`src/rtl/core/s5p_pkg.sv`:
```
// ----------------------------------------------------------------------------
// s5p_pkg
// Shared types and constants for the SOCKS5 connect request parser.
// ----------------------------------------------------------------------------
package s5p_pkg;

    localparam int QUEUE_DEPTH = 4;

    // protocol byte values
    localparam logic [7:0] SOCKS_VERSION  = 8'd5;
    localparam logic [7:0] CONNECT_CODE   = 8'd1;
    localparam logic [7:0] ADDR_CODE_IP4  = 8'd1;
    localparam logic [7:0] ADDR_CODE_NAME = 8'd3;
    localparam logic [7:0] ADDR_CODE_IP6  = 8'd4;
    localparam logic [7:0] IPV4_LEN       = 8'd4;
    localparam logic [7:0] IPV6_LEN       = 8'd16;

    // reported address type codes
    localparam logic [1:0] AT_IPV4   = 2'd0;
    localparam logic [1:0] AT_DOMAIN = 2'd1;
    localparam logic [1:0] AT_IPV6   = 2'd2;

    // error codes
    localparam logic ERR_BAD_VERSION = 1'b0;
    localparam logic ERR_BAD_ATYP    = 1'b1;

    typedef enum logic [1:0] {
        KIND_ADDR       = 2'd0,
        KIND_DONE       = 2'd1,
        KIND_ERROR      = 2'd2,
        KIND_INCOMPLETE = 2'd3
    } t_kind;

    typedef enum logic [2:0] {
        PH_VER   = 3'd0,
        PH_CMD   = 3'd1,
        PH_RSV   = 3'd2,
        PH_ATYP  = 3'd3,
        PH_ADDR  = 3'd4,
        PH_PORTH = 3'd5,
        PH_PORTL = 3'd6,
        PH_SKIP  = 3'd7
    } t_phase;

    typedef struct packed {
        t_kind       kind;
        logic [7:0]  addr_byte;
        logic [7:0]  addr_index;
        logic [1:0]  addr_type;
        logic [7:0]  command;
        logic        is_connect;
        logic [15:0] port;
        logic [8:0]  consumed;
        logic        error_code;
    } t_result;

    // one queue entry: the byte's own result and/or a trailing incomplete
    typedef struct packed {
        logic    has_main;
        logic    has_inc;
        t_result main;
    } t_entry;

endpackage

```
`src/rtl/core/s5p_front.sv`:
```
// ----------------------------------------------------------------------------
// s5p_front
// Byte parser: tracks the request field, classifies each byte and builds
// the queue entry holding the results that byte causes.
// ----------------------------------------------------------------------------
module s5p_front (
    input  logic              i_clk,
    input  logic              i_rst_n,
    input  logic              i_in_valid,
    input  logic [7:0]        i_data_byte,
    input  logic              i_buffer_end,
    input  logic              i_full,
    output logic              o_in_ready,
    output logic              o_push,
    output s5p_pkg::t_entry   o_push_entry
);

    s5p_pkg::t_phase r_phase, n_phase, w_mid_phase;
    logic [8:0] r_pos, n_pos;
    logic [7:0] r_cmd, n_cmd;
    logic [1:0] r_atype, n_atype;
    logic [7:0] r_rem, n_rem;
    logic [7:0] r_count, n_count;
    logic [7:0] r_port_high, n_port_high;
    logic       w_accept;

    assign o_in_ready = !i_full;
    assign w_accept   = i_in_valid && !i_full;

    always_ff @(posedge i_clk) begin
        if (!i_rst_n) begin
            r_phase     <= s5p_pkg::PH_VER;
            r_pos       <= '0;
            r_cmd       <= '0;
            r_atype     <= '0;
            r_rem       <= '0;
            r_count     <= '0;
            r_port_high <= '0;
        end else begin
            r_phase     <= n_phase;
            r_pos       <= n_pos;
            r_cmd       <= n_cmd;
            r_atype     <= n_atype;
            r_rem       <= n_rem;
            r_count     <= n_count;
            r_port_high <= n_port_high;
        end
    end

    // next state
    always_comb begin
        w_mid_phase = r_phase;
        n_pos       = r_pos;
        n_cmd       = r_cmd;
        n_atype     = r_atype;
        n_rem       = r_rem;
        n_count     = r_count;
        n_port_high = r_port_high;
        unique case (r_phase)
            s5p_pkg::PH_VER: begin
                if (i_data_byte != s5p_pkg::SOCKS_VERSION) begin
                    w_mid_phase = s5p_pkg::PH_SKIP;
                    n_pos       = '0;
                end else begin
                    w_mid_phase = s5p_pkg::PH_CMD;
                    n_pos       = 9'd1;
                end
            end
            s5p_pkg::PH_CMD: begin
                n_cmd       = i_data_byte;
                n_pos       = r_pos + 9'd1;
                w_mid_phase = s5p_pkg::PH_RSV;
            end
            s5p_pkg::PH_RSV: begin
                n_pos       = r_pos + 9'd1;
                w_mid_phase = s5p_pkg::PH_ATYP;
            end
            s5p_pkg::PH_ATYP: begin
                n_count     = '0;
                n_pos       = r_pos + 9'd1;
                w_mid_phase = s5p_pkg::PH_ADDR;
                unique case (i_data_byte)
                    s5p_pkg::ADDR_CODE_IP4: begin
                        n_atype = s5p_pkg::AT_IPV4;
                        n_rem   = s5p_pkg::IPV4_LEN;
                    end
                    s5p_pkg::ADDR_CODE_NAME: begin
                        n_atype = s5p_pkg::AT_DOMAIN;
                        n_rem   = '0;
                    end
                    s5p_pkg::ADDR_CODE_IP6: begin
                        n_atype = s5p_pkg::AT_IPV6;
                        n_rem   = s5p_pkg::IPV6_LEN;
                    end
                    default: begin
                        n_count     = r_count;
                        n_pos       = '0;
                        w_mid_phase = s5p_pkg::PH_SKIP;
                    end
                endcase
            end
            s5p_pkg::PH_ADDR: begin
                // domain: the length byte loads the remaining count
                if (r_atype == s5p_pkg::AT_DOMAIN && r_count == 8'd0) begin
                    n_rem = i_data_byte;
                end else if (r_rem != 8'd0) begin
                    n_rem = r_rem - 8'd1;
                end
                n_count = r_count + 8'd1;
                n_pos   = r_pos + 9'd1;
                if (n_rem == 8'd0) begin
                    w_mid_phase = s5p_pkg::PH_PORTH;
                end
            end
            s5p_pkg::PH_PORTH: begin
                n_port_high = i_data_byte;
                n_pos       = r_pos + 9'd1;
                w_mid_phase = s5p_pkg::PH_PORTL;
            end
            s5p_pkg::PH_PORTL: begin
                w_mid_phase = s5p_pkg::PH_VER;
                n_pos       = '0;
            end
            s5p_pkg::PH_SKIP: begin
                w_mid_phase = s5p_pkg::PH_SKIP;
            end
            default: begin
                w_mid_phase = s5p_pkg::PH_VER;
            end
        endcase

        n_phase = w_mid_phase;
        if (i_buffer_end) begin
            n_phase = s5p_pkg::PH_VER;
            n_pos   = '0;
        end

        if (!w_accept) begin
            n_phase     = r_phase;
            n_pos       = r_pos;
            n_cmd       = r_cmd;
            n_atype     = r_atype;
            n_rem       = r_rem;
            n_count     = r_count;
            n_port_high = r_port_high;
        end
    end

    // result entry for the byte on the input
    always_comb begin
        o_push_entry = '0;
        o_push_entry.main.kind = s5p_pkg::KIND_ADDR;
        unique case (r_phase)
            s5p_pkg::PH_VER: begin
                if (i_data_byte != s5p_pkg::SOCKS_VERSION) begin
                    o_push_entry.has_main        = 1'b1;
                    o_push_entry.main.kind       = s5p_pkg::KIND_ERROR;
                    o_push_entry.main.error_code = s5p_pkg::ERR_BAD_VERSION;
                end
            end
            s5p_pkg::PH_ATYP: begin
                if (i_data_byte != s5p_pkg::ADDR_CODE_IP4 &&
                    i_data_byte != s5p_pkg::ADDR_CODE_NAME &&
                    i_data_byte != s5p_pkg::ADDR_CODE_IP6) begin
                    o_push_entry.has_main        = 1'b1;
                    o_push_entry.main.kind       = s5p_pkg::KIND_ERROR;
                    o_push_entry.main.error_code = s5p_pkg::ERR_BAD_ATYP;
                end
            end
            s5p_pkg::PH_ADDR: begin
                o_push_entry.has_main        = 1'b1;
                o_push_entry.main.kind       = s5p_pkg::KIND_ADDR;
                o_push_entry.main.addr_byte  = i_data_byte;
                o_push_entry.main.addr_index = r_count;
                o_push_entry.main.addr_type  = r_atype;
            end
            s5p_pkg::PH_PORTL: begin
                o_push_entry.has_main        = 1'b1;
                o_push_entry.main.kind       = s5p_pkg::KIND_DONE;
                o_push_entry.main.addr_type  = r_atype;
                o_push_entry.main.command    = r_cmd;
                o_push_entry.main.is_connect = (r_cmd == s5p_pkg::CONNECT_CODE);
                o_push_entry.main.port       = {r_port_high, i_data_byte};
                o_push_entry.main.consumed   = r_pos + 9'd1;
            end
            default: begin
                o_push_entry.has_main = 1'b0;
            end
        endcase
        // buffer ran out with a request still open
        o_push_entry.has_inc = i_buffer_end &&
                               w_mid_phase != s5p_pkg::PH_VER &&
                               w_mid_phase != s5p_pkg::PH_SKIP;
    end

    assign o_push = w_accept && (o_push_entry.has_main || o_push_entry.has_inc);

endmodule

```
`src/rtl/core/s5p_queue.sv`:
```
// ----------------------------------------------------------------------------
// s5p_queue
// Small register queue of result entries between parser and output stage.
// ----------------------------------------------------------------------------
module s5p_queue #(
    parameter int P_DEPTH = s5p_pkg::QUEUE_DEPTH
) (
    input  logic              i_clk,
    input  logic              i_rst_n,
    input  logic              i_push,
    input  s5p_pkg::t_entry   i_push_entry,
    input  logic              i_pop,
    output s5p_pkg::t_entry   o_head,
    output logic              o_full,
    output logic              o_empty
);

    localparam int PTR_W = (P_DEPTH > 1) ? $clog2(P_DEPTH) : 1;
    localparam int CNT_W = $clog2(P_DEPTH + 1);

    s5p_pkg::t_entry r_mem [P_DEPTH];
    logic [PTR_W-1:0] r_wr_ptr, r_rd_ptr;
    logic [CNT_W-1:0] r_count;
    logic             w_push, w_pop;

    assign o_full  = (r_count == CNT_W'(P_DEPTH));
    assign o_empty = (r_count == '0);
    assign w_push  = i_push && !o_full;
    assign w_pop   = i_pop && !o_empty;
    assign o_head  = r_mem[r_rd_ptr];

    always_ff @(posedge i_clk) begin
        if (w_push) begin
            r_mem[r_wr_ptr] <= i_push_entry;
        end
    end

    always_ff @(posedge i_clk) begin
        if (!i_rst_n) begin
            r_wr_ptr <= '0;
            r_rd_ptr <= '0;
            r_count  <= '0;
        end else begin
            if (w_push) begin
                r_wr_ptr <= (r_wr_ptr == PTR_W'(P_DEPTH - 1)) ? '0 : r_wr_ptr + PTR_W'(1);
            end
            if (w_pop) begin
                r_rd_ptr <= (r_rd_ptr == PTR_W'(P_DEPTH - 1)) ? '0 : r_rd_ptr + PTR_W'(1);
            end
            if (w_push && !w_pop) begin
                r_count <= r_count + CNT_W'(1);
            end else if (w_pop && !w_push) begin
                r_count <= r_count - CNT_W'(1);
            end
        end
    end

endmodule

```
`src/rtl/core/s5p_back.sv`:
```
// ----------------------------------------------------------------------------
// s5p_back
// Output stage: serializes each queue entry into one or two result transfers.
// ----------------------------------------------------------------------------
module s5p_back (
    input  logic              i_clk,
    input  logic              i_rst_n,
    input  s5p_pkg::t_entry   i_head,
    input  logic              i_empty,
    input  logic              i_out_ready,
    output logic              o_pop,
    output logic              o_out_valid,
    output s5p_pkg::t_result  o_result,
    output logic              o_run_end
);

    logic r_inc_pending;
    logic w_send_inc;
    logic w_accept;

    assign o_out_valid = !i_empty;
    assign w_accept    = o_out_valid && i_out_ready;
    assign w_send_inc  = r_inc_pending || !i_head.has_main;

    always_comb begin
        if (w_send_inc) begin
            o_result      = '0;
            o_result.kind = s5p_pkg::KIND_INCOMPLETE;
            o_run_end     = 1'b1;
        end else begin
            o_result  = i_head.main;
            o_run_end = !i_head.has_inc;
        end
    end

    // the entry leaves once its last result is taken
    assign o_pop = w_accept && (w_send_inc || !i_head.has_inc);

    always_ff @(posedge i_clk) begin
        if (!i_rst_n) begin
            r_inc_pending <= 1'b0;
        end else if (w_accept) begin
            r_inc_pending <= !w_send_inc && i_head.has_inc;
        end
    end

endmodule

```
`src/rtl/core/socks5_connect_request_parser_unit.sv`:
```
// ----------------------------------------------------------------------------
// socks5_connect_request_parser_unit
// SOCKS5 request parser: one byte per transfer in, address/done/error/
// incomplete results out, with a result queue between parser and output.
// ----------------------------------------------------------------------------
// queueing: a byte's result entry is registered in a queue of P_QUEUE_DEPTH entries
// throughput: one byte per cycle while the queue is not full; the output stage
//   gives one result per cycle while i_out_ready is high, so a byte with two
//   results (last byte of an open request) is sent as two, and the queue absorbs that
// reset: synchronous active-low, clears the parser phase and empties the queue
// ----------------------------------------------------------------------------
module socks5_connect_request_parser_unit #(
    parameter int P_QUEUE_DEPTH = s5p_pkg::QUEUE_DEPTH
) (
    input  logic        i_clk,
    input  logic        i_rst_n,
    input  logic        i_in_valid,
    output logic        o_in_ready,
    input  logic [7:0]  i_data_byte,
    input  logic        i_buffer_end,
    output logic        o_out_valid,
    input  logic        i_out_ready,
    output logic [1:0]  o_kind,
    output logic [7:0]  o_addr_byte,
    output logic [7:0]  o_addr_index,
    output logic [1:0]  o_addr_type,
    output logic [7:0]  o_command,
    output logic        o_is_connect,
    output logic [15:0] o_port,
    output logic [8:0]  o_consumed,
    output logic        o_error_code,
    output logic        o_run_end
);

    s5p_pkg::t_entry  w_push_entry, w_head;
    s5p_pkg::t_result w_result;
    logic             w_push, w_pop, w_full, w_empty;

    s5p_front u_front (
        .i_clk        (i_clk),
        .i_rst_n      (i_rst_n),
        .i_in_valid   (i_in_valid),
        .i_data_byte  (i_data_byte),
        .i_buffer_end (i_buffer_end),
        .i_full       (w_full),
        .o_in_ready   (o_in_ready),
        .o_push       (w_push),
        .o_push_entry (w_push_entry)
    );

    s5p_queue #(
        .P_DEPTH (P_QUEUE_DEPTH)
    ) u_queue (
        .i_clk        (i_clk),
        .i_rst_n      (i_rst_n),
        .i_push       (w_push),
        .i_push_entry (w_push_entry),
        .i_pop        (w_pop),
        .o_head       (w_head),
        .o_full       (w_full),
        .o_empty      (w_empty)
    );

    s5p_back u_back (
        .i_clk       (i_clk),
        .i_rst_n     (i_rst_n),
        .i_head      (w_head),
        .i_empty     (w_empty),
        .i_out_ready (i_out_ready),
        .o_pop       (w_pop),
        .o_out_valid (o_out_valid),
        .o_result    (w_result),
        .o_run_end   (o_run_end)
    );

    assign o_kind       = w_result.kind;
    assign o_addr_byte  = w_result.addr_byte;
    assign o_addr_index = w_result.addr_index;
    assign o_addr_type  = w_result.addr_type;
    assign o_command    = w_result.command;
    assign o_is_connect = w_result.is_connect;
    assign o_port       = w_result.port;
    assign o_consumed   = w_result.consumed;
    assign o_error_code = w_result.error_code;

endmodule

```
`config.mk`:
```
export PLATFORM = sky130hd
export DESIGN_NAME = socks5_connect_request_parser_unit
export DESIGN_NICKNAME = d
export VERILOG_FILES = /design/src/rtl/core/s5p_pkg.sv /design/src/rtl/core/s5p_front.sv /design/src/rtl/core/s5p_queue.sv /design/src/rtl/core/s5p_back.sv /design/src/rtl/core/socks5_connect_request_parser_unit.sv
export SDC_FILE = /design/constraint.sdc
export NUM_CORES = 1
export LEC_CHECK = 0
export ABC_AREA = 1
export BUFFER_PORTS_ARGS = -buffer_cell sky130_fd_sc_hd__buf_4
export CORE_MARGIN = 2
export CORE_UTILIZATION = 40
export DETAILED_ROUTE_END_ITERATION = 12
export GPL_TIMING_DRIVEN = 0
export SYNTH_ARGS = -nofsm -noshare
export SYNTH_HDL_FRONTEND = slang
export SYNTH_HIERARCHICAL = 1
export SYNTH_SLANG_ARGS = --single-unit
```
`constraint.sdc`:
```
create_clock -name i_clk -period 15.6 [get_ports i_clk]
set_input_delay 3.12 -clock i_clk [delete_from_list [all_inputs] [get_ports i_clk]]
set_output_delay 3.12 -clock i_clk [all_outputs]
set_load 0.01 [all_outputs]
```
==> results.py <==
metrics = {
    "drt": {
        "post_drt_wl_per_cell_um": 17.4,
        "drt_drc_violations_left": 0,
        "initialDrtViolationCount": 846,
        "drt_pre_antenna_iters": 5,
        "post_drt_via_cell_ratio": 5.07,
        "antenna_violating_nets_post_route": 0,
        "wirelength_um": 30400,
        "vias": 8879,
    },
    "power_and_ir_drop": {
        "p_comb_share_pct": 37.0,
        "p_sw_w": 0.000903,
        "proportion_of_total_power_due_to_net_switching_pct": 34.9,
        "post-layout-total-power_w": 0.00259,
        "power.static_leakage_nw": 5.62,
        "peakVddDrop_mv": 0.0884,
        "fraction_of_power_consumed_by_the_clock_network_pct": 26.0,
        "pwr_density_cell_nw_per_um2": 176,
        "power_report.internal_total_w": 0.00169,
        "seq_power_share_pct": 37.0,
    },
    "run": {
        "timing.max_cap.violations": 0,
    },
    "place": {
        "place_hpwl_um": 20500,
        "gpl.final_weighted_congestion": 0.885,
        "placement.io_buffers": 70,
    },
    "sta": {
        "setup_tns_ns": 0,
        "setup_viol": 0,
        "maxSlewViolCount": 0,
        "clock-skew-final_ns": 0.00826,
        "achievable-frequency_mhz": 162,
        "timing.final.crit_share_pct": 39.5,
        "report.final.hold_viol_count": 0,
        "maxSlewHeadroom_pct": 44.1,
        "measured_slew_at_the_worst_slew_check_pin_ns": 0.832,
        "final_period_minus_worst_setup_slack_ns": 6.16,
        "rsz_0062_raised_after_global_routing": "no",
    },
    "clock_tree": {
        "htreeDepth": 1,
        "cts-root-buf": "clkbuf_16",
        "post_cts.repair.setup_buffers": 0,
        "clk-insertion-delay-late_ns": 0.55,
        "number_of_cts_inserted_buffers": 30,
        "ctsResizeCount": 0,
        "tritoncts": "yes",
        "cts-root-to-sink-buffers": 3,
        "clock-sinks": 284,
        "cts_hold_buffers": 0,
        "clkTransAtPathRegs_ns": 0.06,
    },
    "floorplan": {
        "die_w_um": 181,
        "core_area_um2": 30700,
        "initial_standard_cell_utilization_of_the_core_pct": 40.9,
        "floorplan.die.height_um": 181,
        "floorplan_die_area_um2": 32800,
        "num_rows": 64,
        "io-pin-count": 71,
    },
    "yosys": {
        "synthXorXnorAreaFrac_pct": 0.697,
        "synth-seq-area-share_pct": 63.4,
        "synth-warning-count": 6,
        "synth_ff_type": "edfxtp_1",
        "synthAdderAreaFrac_pct": 1.25,
        "synth.lib_cells_used.distinct": 39,
        "syn_area_per_cell_um2": 10.3,
        "synth_simple_gate_area_share_pct": 16.6,
        "synth_top_area_share_pct": 54.5,
        "synth-edff-count": 228,
        "ys_seq_elements": 284,
        "netlist_area_um2": 12600,
        "fraction_of_the_mapped_netlist_area_in_compound_gates_pct": 10.7,
        "post-synth-top-area-cell": "edfxtp_1",
        "synth_async_sr_flop_share_pct": 0,
        "mappedNetlistNets": 1247,
        "syn_inst": 1222,
        "main_area_contributors_after_synthesis": "edfxtp_1 (54%), dfxtp_1 (8.9%), nor2_1 (6.8%)",
        "synth_mux_area_share_pct": 0,
        "synth_top_family_by_area": "simple AND/OR/NAND/NOR gates",
    },
    "worst_setup_path": {
        "worstPathMaxFanout": 22,
        "crit_path_end_kind": "flop",
        "cp.required_ns": 15.84,
        "worstReg2RegStart": "u_front/r_count[0]$_SDFFE_PN0P_",
        "critPathArrivalTime_ns": 6.40,
        "setup.reg_to_reg.worst_slack_ns": 11.85,
        "worst-setup-path-type": "in -> reg",
        "worstRegToRegCells": 19,
        "start_kind": "primary input",
        "reg2reg_to": "u_queue/r_mem[3][26]$_DFFE_PP_",
    },
    "hold_path": {
        "hold_depth": 2,
        "hold_path_end": "u_front/r_rem[7]$_SDFFE_PN0P_",
        "holdCritPathClass": "reg -> reg",
        "min_from": "u_front/r_rem[7]$_SDFFE_PN0P_",
    },
    "grt": {
        "globalRouteTotalUtil_pct": 18.5,
        "grt_max_degree": 30,
        "grt_overflow": 0,
        "antenna_found_initial": 0,
        "grt_pass1_vias": 8577,
        "first_pass_grt_wire_length_um": 47600,
    },
    "layout": {
        "flow.area_growth_from_synthesis_pct": 17.3,
        "layout_common_cells": "edfxtp_1 (228), nor2_1 (222), inv_1 (144)",
        "antenna_cells": 0,
        "utilization_pct": 47.9,
        "layout_commonest_cell": "edfxtp_1",
        "ratio_of_cells_with_drive_above_1_in_the_final_layout_pct": 17.2,
        "fin_nets": 1357,
    },
    "status": {
        "run_status": "finished clean",
    },
}
-- routing by layer --
| layer | wire, um | vias to the layer above | global-route usage, % | share of wire (%) |
|---|---|---|---|---|
| met2 | 14500 | 212 | 31.1 | 48 |
| met5 | 0 | - | 0 | 0 |
| met1 | 14000 | 4284 | 25.9 | 46 |
| li1 | - | 4351 | - | - |
| met4 | 467 | 0 | 3.93 | 1.5 |
| met3 | 1390 | 32 | 2.06 | 4.6 |
-- power groups by stage --
stage	combinational, W	clock [W]	sequential, W
after CTS	0.000975	0.000686	0.000957
final	0.000958	0.000673	0.000957
after global routing	0.00106	0.000714	0.000965
after global placement	0.000933	0	0.000988
after floorplan	0.000580	0	0.000971
after detailed placement	0.000972	0	0.000973
-- cells in the mapped netlist (2+ instances only) --
master    number
ha_1          11
buf_1          2
nand2_1      110
inv_1        144
xor2_1        10
o22ai_1       57
o21ai_1        8
o211ai_1       2
inv_2          7
or2_1          8
nor3_1         4
clkbuf_1      23
nand3b_1       6
dfxtp_1       56
nor2_1       226
buf_6         14
nand2_2        3
nand3_1       24
a21oi_1       47
nor2_2        55
nor2_4         5
a21oi_2        2
clkinv_1       2
nor2_8         2
o21ai_0      132
edfxtp_1     228
nand4_1       10
buf_2          6
buf_4          7
nand2_4        2
-- how the worst max path moves through the flow --
| stage | start | endpoint | slack (ns) | cells past startpoint |
|---|---|---|---|---|
| 2_1_floorplan | i_data_byte[1] | u_queue/r_mem[0][0]$_DFFE_PP_ | 8.21 | 14 |
| 3_3_place_gp | i_data_byte[5] | u_queue/r_mem[3][21]$_DFFE_PP_ | 5.26 | 14 |
| 3_5_place_dp | i_data_byte[5] | u_queue/r_mem[3][18]$_DFFE_PP_ | 8.88 | 15 |
| 4_1_cts | i_data_byte[5] | u_queue/r_mem[3][11]$_DFFE_PP_ | 9.45 | 15 |
| 5_1_grt | i_data_byte[5] | u_queue/r_mem[3][14]$_DFFE_PP_ | 9.18 | 15 |
| 6_report | i_data_byte[5] | u_queue/r_mem[3][26]$_DFFE_PP_ | 9.44 | 15 |
-- state kept, by name, indices dropped and copies added (netlist names), named ones only --
name	count
u_queue/r_mem	228
u_front/r_pos	9
u_front/r_cmd	8
u_front/r_count	8
u_front/r_port_high	8
u_front/r_rem	8
u_front/r_phase	3
u_queue/r_count	3
u_front/r_atype	2
u_queue/r_rd_ptr	2
u_queue/r_wr_ptr	2
u_back/r_inc_pending	1
-- critical path, stage by stage --
cell and delay (ns):
buf_4 0.13, inv_1 0.32, nand4_4 0.20, nor2_2 0.25, nor2_4 0.07, nand2_1 0.12
inv_1 0.11, nor3_1 0.18, nand2_1 0.10, nand2_1 0.06, nand2_1 0.09, a21oi_1 0.35
nand2_1 0.33, nor2_4 0.67, buf_12 0.27
-- stage by stage --
step / cells / setup WS [ns] / hold WS (ns) / instance area (um2)
final: 1751 / 9.44 / 0.472 / 14700
after global routing: 1751 / 9.18 / 0.502 / 14700
after CTS: 1751 / 9.45 / 0.479 / 14700
after detailed placement: 1696 / 8.88 / 0.468 / 13800
after global placement: 1688 / 5.26 / 0.463 / 13600
after floorplan: 1222 / 8.21 / 0.444 / 12600
-- cell type report --
class                      instances  area [um2]
buffer                            52         334
timing repair buffer              78         701
tap                              396         495
multi-input combinational        732        3710
inverter                         154         579
clock buffer                      41         853
clock inverter                    14        92.6
sequential                       284        7970
fill                            2831       16000
-- kinds of logic (layout without fill, tap and decap cells) --
group           count (synthesis)  count (layout)
compound gates                251             251
xor+xnor                       10              10
fa+ha+maj                      12              12
buf+inv                       206             339
flops                         284             284
simple gates                  459             459
Power figures use the tool's default switching activity.
